$ cat src/sv/bpa_pkg.sv
// Package for the bitmap port allocator: opcodes, status codes, register
// indexes, controller states and the command/status structs.
// No dependencies.
package bpa_pkg;

  // The in-use map is stored as rows of this many bits.
  localparam int unsigned WORD_W = 32;
  localparam int unsigned BIT_W  = 5;

  typedef enum logic [1:0] {
    OP_ALLOC   = 2'd0,
    OP_RELEASE = 2'd1,
    OP_RESERVE = 2'd2
  } opcode_e;

  typedef enum logic [1:0] {
    ST_OK    = 2'd0,
    ST_FULL  = 2'd1,
    ST_RANGE = 2'd2
  } status_e;

  typedef enum logic [1:0] {
    REG_START = 2'd0,
    REG_STEP  = 2'd1,
    REG_END   = 2'd2
  } reg_index_e;

  typedef enum logic [3:0] {
    S_CLEAR,
    S_IDLE,
    S_DECODE,
    S_DIV,
    S_QCHK,
    S_SCAN_RD,
    S_SCAN_CHK,
    S_MUL,
    S_CHK
  } ctrl_state_e;

  typedef struct packed {
    logic load;
    logic clr_wr;
    logic row_clr;
    logic row_inc;
    logic div_start;
    logic div_step;
    logic take_q;
    logic take_free;
    logic mul;
    logic commit;
    logic fin_range;
    logic fin_full;
  } bpa_cmd_t;

  typedef struct packed {
    logic is_alloc;
    logic is_rel_res;
    logic below_start;
    logic div_last;
    logic q_too_big;
    logic row_any_free;
    logic row_last;
  } bpa_sts_t;

endpackage

$ cat src/sv/bpa_datapath.sv
// Datapath of the bitmap port allocator: configuration registers, serial
// divider, row-organized in-use memory, first-free search and range check.
// Depends on bpa_pkg.
module bpa_datapath import bpa_pkg::*; #(
  parameter int unsigned MAX_PORTS = 256
) (
  input  logic        clk_i,
  input  logic        rst_ni,
  input  logic        cfg_we_i,
  input  logic [1:0]  cfg_index_i,
  input  logic [15:0] cfg_wdata_i,
  input  logic [1:0]  opcode_i,
  input  logic [15:0] port_number_i,
  input  bpa_cmd_t    cmd_i,
  output bpa_sts_t    sts_o,
  output logic        done_o,
  output logic [15:0] result_port_o,
  output logic [1:0]  status_o
);

  localparam int unsigned ROWS = (MAX_PORTS + WORD_W - 1) / WORD_W;
  localparam int unsigned RW   = (ROWS > 1) ? $clog2(ROWS) : 1;
  localparam int unsigned IW   = RW + BIT_W;
  localparam int unsigned PW   = IW + 16;

  logic [15:0] start_q, step_q, end_q;
  logic [1:0]  op_q;
  logic [15:0] port_q;
  logic [RW-1:0] row_q;
  logic [IW-1:0] slot_q;
  logic [15:0] rem_q;
  logic [15:0] quo_q;
  logic [3:0]  cnt_q;
  logic [PW-1:0] prod_q;
  logic [WORD_W-1:0] rdata_q;
  logic [WORD_W-1:0] mem_q [ROWS];

  logic        done_q;
  logic [15:0] result_q;
  logic [1:0]  status_q;
  logic        done_d;
  logic [15:0] result_d;
  logic [1:0]  status_d;

  logic [15:0] eff_step;
  logic [16:0] diff;
  logic        fits;
  logic [WORD_W-1:0] valid_mask;
  logic [WORD_W-1:0] free_bits;
  logic [BIT_W-1:0]  first_free;
  logic [RW-1:0]     slot_row;
  logic [RW-1:0]     rd_row;
  logic [RW-1:0]     wr_row;
  logic              wr_en;
  logic [WORD_W-1:0] wr_data;
  logic [WORD_W-1:0] new_row;
  logic [16:0]       div_shift;
  logic              div_ge;
  logic              is_alloc;
  logic              is_rel_res;

  assign eff_step   = (step_q == 16'd0) ? 16'd1 : step_q;
  assign diff       = {1'b0, end_q} - {1'b0, start_q};
  assign is_alloc   = (op_q == OP_ALLOC);
  assign is_rel_res = (op_q == OP_RELEASE) || (op_q == OP_RESERVE);
  assign slot_row   = slot_q[IW-1:BIT_W];

  // Slot i lies in range when (i + 1) * step <= end - start.
  assign fits = !diff[16] &&
                (((PW+1)'(prod_q) + (PW+1)'(eff_step)) <= (PW+1)'(diff[15:0]));

  always_comb begin
    for (int b = 0; b < WORD_W; b++) begin
      valid_mask[b] = (32'({row_q, BIT_W'(b)}) < 32'(MAX_PORTS));
    end
    free_bits  = ~rdata_q & valid_mask;
    first_free = '0;
    for (int b = WORD_W - 1; b >= 0; b--) begin
      if (free_bits[b]) begin
        first_free = BIT_W'(b);
      end
    end
  end

  assign div_shift = {rem_q, quo_q[15]};
  assign div_ge    = (div_shift >= {1'b0, eff_step});

  always_comb begin
    sts_o.is_alloc     = is_alloc;
    sts_o.is_rel_res   = is_rel_res;
    sts_o.below_start  = (port_q < start_q);
    sts_o.div_last     = (cnt_q == 4'd15);
    sts_o.q_too_big    = (32'(quo_q) >= 32'(MAX_PORTS));
    sts_o.row_any_free = |free_bits;
    sts_o.row_last     = (32'(row_q) == 32'(ROWS - 1));
  end

  // Memory port selection.
  always_comb begin
    new_row = rdata_q;
    new_row[slot_q[BIT_W-1:0]] = (op_q != OP_RELEASE);
    rd_row  = cmd_i.mul ? slot_row : row_q;
    wr_en   = cmd_i.clr_wr || (cmd_i.commit && fits);
    wr_row  = cmd_i.clr_wr ? row_q : slot_row;
    wr_data = cmd_i.clr_wr ? '0 : new_row;
  end

  always_ff @(posedge clk_i) begin
    rdata_q <= mem_q[rd_row];
    if (wr_en) begin
      mem_q[wr_row] <= wr_data;
    end
  end

  always_ff @(posedge clk_i or negedge rst_ni) begin
    if (!rst_ni) begin
      start_q <= 16'd0;
      step_q  <= 16'd1;
      end_q   <= 16'd255;
    end else if (cfg_we_i) begin
      case (cfg_index_i)
        REG_START: start_q <= cfg_wdata_i;
        REG_STEP:  step_q  <= cfg_wdata_i;
        REG_END:   end_q   <= cfg_wdata_i;
        default:   ;
      endcase
    end
  end

  always_ff @(posedge clk_i or negedge rst_ni) begin
    if (!rst_ni) begin
      row_q <= '0;
      cnt_q <= '0;
    end else begin
      if (cmd_i.row_clr) begin
        row_q <= '0;
      end else if (cmd_i.row_inc) begin
        row_q <= row_q + RW'(1);
      end
      if (cmd_i.div_start) begin
        cnt_q <= '0;
      end else if (cmd_i.div_step) begin
        cnt_q <= cnt_q + 4'd1;
      end
    end
  end

  always_ff @(posedge clk_i) begin
    if (cmd_i.load) begin
      op_q   <= opcode_i;
      port_q <= port_number_i;
    end
    if (cmd_i.div_start) begin
      rem_q <= '0;
      quo_q <= port_q - start_q;
    end else if (cmd_i.div_step) begin
      // The remainder stays below the step, so it always fits in 16 bits.
      rem_q <= div_ge ? 16'(div_shift - {1'b0, eff_step}) : div_shift[15:0];
      quo_q <= {quo_q[14:0], div_ge};
    end
    if (cmd_i.take_q) begin
      slot_q <= quo_q[IW-1:0];
    end else if (cmd_i.take_free) begin
      slot_q <= {row_q, first_free};
    end
    if (cmd_i.mul) begin
      prod_q <= PW'(slot_q) * PW'(eff_step);
    end
  end

  always_comb begin
    done_d   = 1'b0;
    result_d = result_q;
    status_d = status_q;
    if (cmd_i.commit) begin
      done_d = 1'b1;
      if (fits) begin
        status_d = ST_OK;
        result_d = is_alloc ? (start_q + prod_q[15:0]) : port_q;
      end else if (is_alloc) begin
        status_d = ST_FULL;
        result_d = 16'd0;
      end else begin
        status_d = ST_RANGE;
        result_d = port_q;
      end
    end else if (cmd_i.fin_full) begin
      done_d   = 1'b1;
      status_d = ST_FULL;
      result_d = 16'd0;
    end else if (cmd_i.fin_range) begin
      done_d   = 1'b1;
      status_d = ST_RANGE;
      result_d = is_rel_res ? port_q : 16'd0;
    end
  end

  always_ff @(posedge clk_i or negedge rst_ni) begin
    if (!rst_ni) begin
      done_q <= 1'b0;
    end else begin
      done_q <= done_d;
    end
  end

  always_ff @(posedge clk_i) begin
    result_q <= result_d;
    status_q <= status_d;
  end

  assign done_o        = done_q;
  assign result_port_o = result_q;
  assign status_o      = status_q;

endmodule

$ cat src/sv/bpa_ctrl.sv
// Controller of the bitmap port allocator: sequences the clearing pass,
// the divider, the row scan and the final range check.
// Depends on bpa_pkg.
module bpa_ctrl import bpa_pkg::*; (
  input  logic     clk_i,
  input  logic     rst_ni,
  input  logic     start,
  output logic     busy,
  input  bpa_sts_t sts_i,
  output bpa_cmd_t cmd_o
);

  ctrl_state_e state_q, state_d;

  always_ff @(posedge clk_i or negedge rst_ni) begin
    if (!rst_ni) begin
      state_q <= S_CLEAR;
    end else begin
      state_q <= state_d;
    end
  end

  always_comb begin
    state_d = state_q;
    cmd_o   = '0;
    case (state_q)
      S_CLEAR: begin
        cmd_o.clr_wr  = 1'b1;
        cmd_o.row_inc = 1'b1;
        if (sts_i.row_last) begin
          state_d = S_IDLE;
        end
      end
      S_IDLE: begin
        if (start) begin
          cmd_o.load    = 1'b1;
          cmd_o.row_clr = 1'b1;
          state_d       = S_DECODE;
        end
      end
      S_DECODE: begin
        if (sts_i.is_alloc) begin
          state_d = S_SCAN_RD;
        end else if (sts_i.is_rel_res && !sts_i.below_start) begin
          cmd_o.div_start = 1'b1;
          state_d         = S_DIV;
        end else begin
          cmd_o.fin_range = 1'b1;
          state_d         = S_IDLE;
        end
      end
      S_DIV: begin
        cmd_o.div_step = 1'b1;
        if (sts_i.div_last) begin
          state_d = S_QCHK;
        end
      end
      S_QCHK: begin
        if (sts_i.q_too_big) begin
          cmd_o.fin_range = 1'b1;
          state_d         = S_IDLE;
        end else begin
          cmd_o.take_q = 1'b1;
          state_d      = S_MUL;
        end
      end
      S_SCAN_RD: begin
        state_d = S_SCAN_CHK;
      end
      S_SCAN_CHK: begin
        if (sts_i.row_any_free) begin
          cmd_o.take_free = 1'b1;
          state_d         = S_MUL;
        end else if (sts_i.row_last) begin
          cmd_o.fin_full = 1'b1;
          state_d        = S_IDLE;
        end else begin
          cmd_o.row_inc = 1'b1;
          state_d       = S_SCAN_RD;
        end
      end
      S_MUL: begin
        cmd_o.mul = 1'b1;
        state_d   = S_CHK;
      end
      S_CHK: begin
        cmd_o.commit = 1'b1;
        state_d      = S_IDLE;
      end
      default: begin
        state_d = S_IDLE;
      end
    endcase
  end

  assign busy = (state_q != S_IDLE);

endmodule

$ cat src/sv/bitmap_port_allocator.sv
// Top level of the bitmap port allocator: controller plus datapath.
// Depends on bpa_pkg, bpa_ctrl and bpa_datapath.

// A request is taken when start is high while busy is low; its one result
// appears on result_port_o and status_o for exactly one cycle with done_o
// high, and cannot be held off. After reset the block clears its in-use
// memory, one 32-slot row per cycle, and busy stays high until the last
// row is cleared. Release and reserve pass through the 16-step serial
// divider that maps a port to its slot; a port below the start of the
// range, or opcode three, is answered without the divider, and a slot
// number at or above MAX_PORTS as soon as the divider is done. Allocate
// reads the 32-slot rows in turn up to and including the one holding a
// free slot; each row costs a memory read and a search. When no row has
// a free slot the answer is full. A new request may be given in the
// cycle of the strobe. Configuration writes are taken at any edge with
// cfg_we_i high and should be made only while the block is idle.
module bitmap_port_allocator import bpa_pkg::*; #(
  parameter int unsigned MAX_PORTS = 256
) (
  input  logic        clk_i,
  input  logic        rst_ni,
  input  logic        cfg_we_i,
  input  logic [1:0]  cfg_index_i,
  input  logic [15:0] cfg_wdata_i,
  input  logic        start,
  output logic        busy,
  input  logic [1:0]  opcode_i,
  input  logic [15:0] port_number_i,
  output logic        done_o,
  output logic [15:0] result_port_o,
  output logic [1:0]  status_o
);

  bpa_cmd_t cmd;
  bpa_sts_t sts;

  bpa_ctrl u_ctrl (
    .clk_i  (clk_i),
    .rst_ni (rst_ni),
    .start  (start),
    .busy   (busy),
    .sts_i  (sts),
    .cmd_o  (cmd)
  );

  bpa_datapath #(
    .MAX_PORTS (MAX_PORTS)
  ) u_datapath (
    .clk_i         (clk_i),
    .rst_ni        (rst_ni),
    .cfg_we_i      (cfg_we_i),
    .cfg_index_i   (cfg_index_i),
    .cfg_wdata_i   (cfg_wdata_i),
    .opcode_i      (opcode_i),
    .port_number_i (port_number_i),
    .cmd_i         (cmd),
    .sts_o         (sts),
    .done_o        (done_o),
    .result_port_o (result_port_o),
    .status_o      (status_o)
  );

endmodule

$ cat config.mk
export PLATFORM = sky130hd
export DESIGN_NAME = bitmap_port_allocator
export DESIGN_NICKNAME = d
export VERILOG_FILES = /design/src/sv/bpa_pkg.sv /design/src/sv/bpa_datapath.sv /design/src/sv/bpa_ctrl.sv /design/src/sv/bitmap_port_allocator.sv
export SDC_FILE = /design/constraint.sdc
export NUM_CORES = 1
export LEC_CHECK = 0
export BUFFER_PORTS_ARGS = -buffer_cell sky130_fd_sc_hd__buf_2
export CAP_MARGIN = 10
export CORE_UTILIZATION = 45
export CTS_BUF_LIST = sky130_fd_sc_hd__clkbuf_8
export CTS_CLUSTER_DIAMETER = 100
export DETAILED_ROUTE_END_ITERATION = 8
export PLACE_DENSITY = 0.63
export SLEW_MARGIN = 10
export SYNTH_ARGS = -nofsm -noshare
export SYNTH_HDL_FRONTEND = slang
export SYNTH_SLANG_ARGS = --single-unit
$ cat constraint.sdc
create_clock -name clk_i -period 6.27 [get_ports clk_i]
set_input_delay 0.3135 -clock clk_i [delete_from_list [all_inputs] [get_ports clk_i]]
set_output_delay 0.3135 -clock clk_i [all_outputs]
set_load 0.05 [all_outputs]
# ---- Word level (Yosys, flattened, before mapping)
# Memory sizes are Yosys's and may differ from the RTL's. A register that Yosys moved wholly into a read port is not among the register bits.
# Cells that the tools add are included.
dict set report word_totals {
  register_bits 160
  input_bits 40
  n_memories 1
  ramBits 256
  out_inout_bits 20
  wordCells 168
}
# memory depth word_bits read_ports rd_clocked_by_memory_dff wr line
set mem_list {}
lappend mem_list {u_datapath.mem_q 8 32 1 1 1 bpa_datapath.sv:36} ;# logic [WORD_W-1:0] mem_q [ROWS];
dict set report op_classes {
  magnitude_cmp 6
  mux 97
  n_reduce_logical 21
  mul 1
  bitwise 1
  eq_ne 19
  addsub 7
}
# op n
set ops {}
lappend ops {{2-to-1 mux 16 bit} 11}
lappend ops {{2-to-1 mux 5 bit} 32}
lappend ops {{bitwise mux 32 bit} 1}
lappend ops {{2-to-1 mux 32 bit} 1}
lappend ops {{NOT 32 bit} 1}
lappend ops {{case mux 4 bit (8 select lines)} 1}
lappend ops {{OR reduction 32 bit} 1}
lappend ops {{subtractor 16 bit} 2}
lappend ops {{2-to-1 mux 1 bit} 27}
lappend ops {{adder 24 x 16 -> 25 bit} 1}
lappend ops {{less-or-equal comparator 25 x 16 -> 1 bit} 1}
lappend ops {{multiplier 8 x 16 -> 24 bit} 1}
lappend ops {{2-to-1 mux 3 bit} 8}
lappend ops {{2-to-1 mux 4 bit} 5}
lappend ops {{greater-or-equal comparator 17 x 16 -> 1 bit} 1}
lappend ops {{subtractor 16 x 16 -> 17 bit} 1}
lappend ops {{adder 16 bit} 1}
lappend ops {{equality test 4 x 3 -> 1 bit, second input constant} 4}
lappend ops {{greater-or-equal comparator 16 x 9 -> 1 bit, second input constant} 1}
lappend ops {{zero test 16 bit} 1}
lappend ops {{< comparator 16 bit} 1}
lappend ops {{2-to-1 mux 8 bit} 2}
lappend ops {{2-to-1 mux 2 bit} 6}
lappend ops {{equality test 4 x 2 -> 1 bit, second input constant} 2}
lappend ops {{other kinds (23)} 39}

# ---- Longest topological paths before layout
dict set report depth {
  word_depth 35
  depth_mapped 26
  ltp_nobuf 24
}

# ---- Hierarchy
# A second synthesis with hierarchy kept.
dict set report hier_totals {
  hier_cells 2090
  area_unflattened_um2 25649.6
}
# module cells_each n_inst area_each_um2 seq_area_each_um2
set modules_own_cells {}
lappend modules_own_cells {bpa_datapath 2037 1 25217.9 12583.3}
lappend modules_own_cells {bpa_ctrl 53 1 431.7 100.1}

# ---- Worst setup path after synthesis
# Ideal clock, no wire load.
dict set report synth_path {
  path_type {register to register}
  start {register u_datapath.step_q[14]}
  end {memory u_datapath.mem_q[2][0] (enable)}
  path_buffers 1
  path_stages_with_launch 26
  arrival_ps 5828
  synth_period_minus_slack_ps 6249
  required_time_ps 5849
  path_slack_ps 21
  setup_time_ps 421
  path_cell_list {dfrtp_1 > clkbuf_1 > nor3_1 > a41oi_1 > inv_1 > ha_1 > inv_1 > fa_1 > nand2b_1 > a21o_1 > a31oi_1 > a21oi_1 > o21bai_1 > a21oi_1 > xnor2_1 > ha_1 > nand4_1 > nor2_1 > and3_1 > a31oi_1 > o211ai_1 > a21oi_1 > o2111ai_1 > nor4_2 > a32oi_1 > nor2_1}
}
dict set report synth_between {
  elab_chain_cells 9
}
# item line
set synth_lines {}
lappend synth_lines {{start, declared} bpa_datapath.sv:26} ;# logic [15:0] start_q, step_q, end_q;
lappend synth_lines {{start signal, assigned} bpa_datapath.sv:123} ;# REG_STEP: step_q <= cfg_wdata_i;
lappend synth_lines {{zero test 16 bit} bpa_datapath.sv:62} ;# assign eff_step = (step_q == 16'd0) ? 16'd1 : step_q;
lappend synth_lines {{2-to-1 mux 16 bit (*)} bpa_datapath.sv:62}
lappend synth_lines {{adder 24 x 16 -> 25 bit (*)} bpa_datapath.sv:70} ;# (((PW+1)'(prod_q) + (PW+1)'(eff_step)) <= (PW+1)'(diff[15:0]));
lappend synth_lines {{less-or-equal comparator 25 x 16 -> 1 bit (*)} bpa_datapath.sv:70}
lappend synth_lines {{logical AND 1 bit (*)} bpa_datapath.sv:69} ;# assign fits = !diff[16] &&
lappend synth_lines {{logical AND 1 bit (*)} bpa_datapath.sv:103} ;# wr_en = cmd_i.clr_wr || (cmd_i.commit && fits);
lappend synth_lines {{logical OR 1 bit (*)} bpa_datapath.sv:103}
lappend synth_lines {{2-to-1 mux 1 bit (*)} bpa_datapath.sv:110} ;# if (wr_en) begin
lappend synth_lines {{2-to-1 mux 1 bit (implied by the code) (*)} bpa_datapath.sv:111} ;# mem_q[wr_row] <= wr_data;
lappend synth_lines {{end, declared} bpa_datapath.sv:36}
# Every way passes the cells marked *; elsewhere a longest branch is shown, timed or not.

# ---- Final worst setup path
dict set report layout_path {
  start {register u_datapath.step_q[1]}
  end {register u_datapath.prod_q[22], data pin}
}
dict set report layout_between {
  elab_chain_cells 3
}
# item line
set layout_lines {}
lappend layout_lines {{zero test 16 bit} bpa_datapath.sv:62}
lappend layout_lines {{2-to-1 mux 16 bit (*)} bpa_datapath.sv:62}
lappend layout_lines {{multiplier 8 x 16 -> 24 bit (*)} bpa_datapath.sv:167} ;# prod_q <= PW'(slot_q) * PW'(eff_step);
lappend layout_lines {{end signal, assigned} bpa_datapath.sv:167}
lappend layout_lines {{end, declared} bpa_datapath.sv:34} ;# logic [PW-1:0] prod_q;
# Marked as above.
# A chain may end at the register's enable or synchronous reset.

==> tab_implementation.tex <==
\begin{tabular}{lr}
\hline
Metric & Value \\
\hline
\multicolumn{2}{l}{\textbf{Run status}} \\
Run status & completed \\
\multicolumn{2}{l}{\textbf{STA}} \\
Transition time at the pin with the least slew margin & $\sim$1.2 ns \\
Worst Hold Slack & 0.225 ns \\
RSZ-0062 raised after global routing & no \\
Layout Skew & about 0.06 ns \\
Final count of pins violating max slew & 0 \\
Final Hold Vio Count & 0 \\
Total of endpoints with negative setup slack in the final report & 0 \\
Shortest period the worst path allows & 6.01 ns \\
Share of the clock period used by the worst path & $\sim$96\% \\
Worst-case headroom to the max-slew limit & 20.7\% \\
Timing-limited maximum frequency & around 170 MHz \\
Total negative slack & 0 ns \\
\multicolumn{2}{l}{\textbf{Floorplanning}} \\
Starting utilization of the core area & 45.9\% \\
Core area & approximately 56000 um2 \\
Horizontal extent of the die & 240 um \\
Area of the die & a little under 60000 um2 \\
Number of cell rows & between 80 and 90 \\
Die span in y & approximately 240 um \\
Boundary Pins & 60 \\
\multicolumn{2}{l}{\textbf{Setup path}} \\
Minimum setup slack among reg-to-reg paths & between 0.2 and 0.3 ns \\
Required time of the worst setup path & roughly 6.7 ns \\
Cell type with the highest occurrence count on the critical path & sky130\_fd\_sc\_hd\_\_fa\_1 \\
Slowest-stage cell, CP & sky130\_fd\_sc\_hd\_\_fa\_1 \\
Critical path fanouts, max & 5 \\
Reg2Reg Capture Point & u\_datapath.prod\_q[22]\$\_DFFE\_PP\_ \\
Crit path DAT & 6.43 ns \\
Reg2Reg Launch Point & u\_datapath.step\_q[1]\$\_DFFE\_PN0P\_ \\
Worst-path cell chain & nor4\_2 -> a41oi\_2 -> inv\_1 -> nand2\_1 -> fa\_1 -> fa\_1 -> inv\_1 -> fa\_1 -> fa\_1 -> ha\_4 -> or4\_4 -> o22ai\_4 -> o22ai\_2 -> or4\_1 -> a31o\_1 -> o41a\_1 -> a21o\_1 -> a21oi\_2 -> xnor2\_1 \\
Critical Path Source Type & register \\
CP endpoint kind & register \\
Cell depth of the worst flop-to-flop path & 19 \\
Kind of critical path & register to register \\
Longest individual stage delay on the worst path & 0.54 ns \\
\multicolumn{2}{l}{\textbf{Logic synthesis}} \\
EDFF count, synth & 340 \\
Mapped Nets & between 2000 and 2500 \\
Dominant cells by area after synthesis & sky130\_fd\_sc\_hd\_\_edfxtp\_1, sky130\_fd\_sc\_hd\_\_ha\_1, sky130\_fd\_sc\_hd\_\_fa\_1 \\
Yosys warning count & 0 \\
Top-count cell post-synth & sky130\_fd\_sc\_hd\_\_edfxtp\_1 \\
Primary flip-flop cell chosen by synthesis mapping & sky130\_fd\_sc\_hd\_\_edfxtp\_1 \\
Top cell type's share of synthesized area & 40.0\% \\
Post-synthesis instance area & roughly 26000 um2 \\
Largest area contributor in the netlist & sky130\_fd\_sc\_hd\_\_edfxtp\_1 \\
Post-synthesis async set-or-reset flop share & a little over an eighth \\
Most used standard cells in the synthesized netlist & sky130\_fd\_sc\_hd\_\_edfxtp\_1, sky130\_fd\_sc\_hd\_\_nand2\_1, sky130\_fd\_sc\_hd\_\_inv\_1 \\
Portion of the post-synthesis area used by sequential elements & about half \\
Syn\_area\_per\_cell & approximately 12 um2 \\
Number of distinct library cells after synthesis & 76 \\
Cell count after synthesis & 2122 \\
Number of register bits inferred by synthesis & 448 \\
\multicolumn{2}{l}{\textbf{Place}} \\
Final weighted congestion in routability-driven placement & a little under 0.9 \\
IO Port Bufs & 59 \\
Detailed placement HPWL & between 40000 and 50000 um \\
Placed cell count & around 2900 \\
\multicolumn{2}{l}{\textbf{GRT}} \\
GRT Util Overall & between 20\% and 30\% \\
Largest net degree at the start of global routing & between 60 and 70 \\
Layer carrying the most global-route usage & met2 \\
Via count of the first global-routing pass & 17700 \\
Antenna violations before repair & 1 \\
First-pass GRT wire length & around 100000 um \\
GR met3 Demand/Resource & 4.60\% \\
Grt ovf & 0 \\
Global routing met2 resource utilization & roughly 36\% \\
Met1 global-route usage & 30.0\% \\
\multicolumn{2}{l}{\textbf{Power and ir drop}} \\
Leakage power & 0.0116 uW \\
Maximum ir drop on the vdd rail & between 200 and 300 uV \\
Pwr per Cell Area & between 400 and 500 nW/um2 \\
\multicolumn{2}{l}{\textbf{Drt}} \\
Via count normalized by instance count & $\sim$5.5 \\
\# DRC & 0 \\
Number of nets with antenna violations after detailed routing & 0 \\
Sum of routed wire length over all layers & 63000 um \\
Number of DRC markers in iteration 0 & 1095 \\
Routed wire per std cell & 20.5 um \\
Total via count in the routed design & between 15000 and 20000 \\
1st-pass router iterations & 5 \\
\multicolumn{2}{l}{\textbf{Clock network}} \\
Clock Tree Buf Depth & 3 \\
Post-CTS Setup Repair Bufs & 0 \\
\# H-tree levels & 3 \\
Clock buffers created by TritonCTS & $\sim$80 \\
Clk Latency, worst-skew pair & $\sim$0.71 ns \\
Root cell of the clock tree & sky130\_fd\_sc\_hd\_\_clkbuf\_8 \\
Clock transition at the registers of the reported paths & 0.06 ns \\
\# clock sinks & around 450 \\
TritonCTS clock tree & yes \\
\multicolumn{2}{l}{\textbf{Finish}} \\
Area overhead of the layout relative to synthesis & 13.9\% \\
Post-route non-filler standard cell count & around 3100 \\
Fraction of final layout cells with drive strength greater than 1 & between 10\% and 20\% \\
Layout Utilization & 52.3\% \\
Number of nets at the end of the flow & around 2500 \\
\multicolumn{2}{l}{\textbf{Hold path}} \\
Path type of the worst min-delay path & input port to register \\
Hold Crit Endpoint & u\_datapath.start\_q[4]\$\_DFFE\_PN0P\_ \\
Start point of the worst min-delay path & cfg\_index\_i[0] \\
Worst hold stages & 4 \\
\multicolumn{2}{l}{\textbf{Run}} \\
Maxcap violations & 0 \\
\hline
\end{tabular}
per-layer routing:
| metal | part of all wire [%] | vias up |
|---|---|---|
| li1 | - | 7924 |
| met1 | 45 | 8430 |
| met2 | 46 | 479 |
| met3 | 5.4 | 130 |
| met4 | 3.4 | 0 |
| met5 | 0 | - |
placed cells by master, fill, tap and decap left out, types with 17 or more instances in the layout:
master                          synthesis  layout
sky130_fd_sc_hd__edfxtp_1             340     340
sky130_fd_sc_hd__nand2_1              198     198
sky130_fd_sc_hd__inv_1                167     180
sky130_fd_sc_hd__ha_1                 144     143
sky130_fd_sc_hd__nor2_1               148     142
sky130_fd_sc_hd__fa_1                  89      89
sky130_fd_sc_hd__clkbuf_8               0      88
sky130_fd_sc_hd__o21ai_0               77      77
sky130_fd_sc_hd__mux2_2                68      68
sky130_fd_sc_hd__a21oi_1               69      67
sky130_fd_sc_hd__mux4_2                64      64
sky130_fd_sc_hd__and2_1                63      61
sky130_fd_sc_hd__buf_2                 10      59
sky130_fd_sc_hd__xnor2_1               55      55
sky130_fd_sc_hd__dfrtp_1               51      51
sky130_fd_sc_hd__dfxtp_1               48      48
sky130_fd_sc_hd__buf_4                  0      41
sky130_fd_sc_hd__nand3_1               40      40
sky130_fd_sc_hd__a211oi_1              39      39
sky130_fd_sc_hd__dlygate4sd3_1          0      36
sky130_fd_sc_hd__xor2_1                32      32
sky130_fd_sc_hd__nor2b_1               25      25
sky130_fd_sc_hd__nor3_1                24      24
sky130_fd_sc_hd__a21o_1                21      21
sky130_fd_sc_hd__o21ai_1               21      21
sky130_fd_sc_hd__mux2i_1               22      21
sky130_fd_sc_hd__a31oi_1               20      20
sky130_fd_sc_hd__o21a_1                17      17
sky130_fd_sc_hd__clkinv_1               0      17
timing repair:
item                       in CTS  in global routing
hold buffers                   36                  0
gates resized for setup         0                  7
hold endpoints to repair      118                  0
setup endpoints to repair       0                139
registers in the layout, summed over array words and instances (netlist names), 8 cells and up:
name,cells
u_datapath.result_port_o,16
u_datapath.quo_q,16
u_datapath.end_q,16
u_datapath.port_q,16
u_datapath.rdata_q,32
u_datapath.step_q,16
u_datapath.rem_q,16
u_datapath.slot_q,8
u_datapath.prod_q,24
u_datapath.mem_q,256
u_datapath.start_q,16
critical path, delay by kind of cell, from the launching register on:
family / cells / cell delay (ns)
fa+ha+maj: 5 / 2.31
simple gates: 4 / 1.42
compound gates: 7 / 1.38
flops: 1 / 0.39
buf+inv: 2 / 0.19
xor+xnor: 1 / 0.07
worst max-delay path by stage:
stage	from	endpoint	slack [ns]	cells past startpoint
after floorplan	u_datapath.step_q[14]$_DFFE_PN0P_	u_datapath.mem_q[2][0]$_DFFE_PP_	0.02	25
after global placement	u_datapath.step_q[4]$_DFFE_PN0P_	u_datapath.prod_q[22]$_DFFE_PP_	0.21	19
after detailed placement	u_datapath.step_q[4]$_DFFE_PN0P_	u_datapath.prod_q[22]$_DFFE_PP_	0.20	19
after CTS	u_datapath.step_q[4]$_DFFE_PN0P_	u_datapath.prod_q[22]$_DFFE_PP_	0.20	19
after global routing	u_datapath.step_q[1]$_DFFE_PN0P_	u_datapath.prod_q[22]$_DFFE_PP_	0.008	20
final	u_datapath.step_q[1]$_DFFE_PN0P_	u_datapath.prod_q[22]$_DFFE_PP_	0.26	19
area by class of cell:
type,instances,area (um2)
fillers,4807,26500
repair buffers,146,1160
flip-flops and latches,448,12700
clock inverters,59,452
clock buffers,88,1210
multi-input cells,1412,12000
well taps,748,936
diodes,1,2.50
inverters,167,627
stage by stage:
| stage | setup WS [ns] | total power, uW | area, um2 |
|---|---|---|---|
| 6_report | 0.263 | 14300 | 29100 |
| 5_1_grt | 0.00846 | 15300 | 29100 |
| 3_5_place_dp | 0.198 | 11500 | 27000 |
| 4_1_cts | 0.200 | 14400 | 29000 |
| 3_3_place_gp | 0.213 | 11300 | 27000 |
| 2_1_floorplan | 0.0212 | 9750 | 25500 |
cells by family after synthesis:
logic type | share of synthesized area (%)
buf+inv | 3.90
xor+xnor | 2.98
fa+ha+maj | 14.0
compound gates | 9.01
mux | 9.50
flops | 49.7
simple gates | 10.9
power breakdown:
| group | switching (uW) | internal, uW | leakage, uW |
|---|---|---|---|
| registers | 407 | 4420 | 0.00424 |
| clock network | 1310 | 1530 | 0.000899 |
| logic | 3800 | 2860 | 0.00647 |
| total | 5510 | 8810 | 0.0116 |
(Power assumes the default switching activity.)
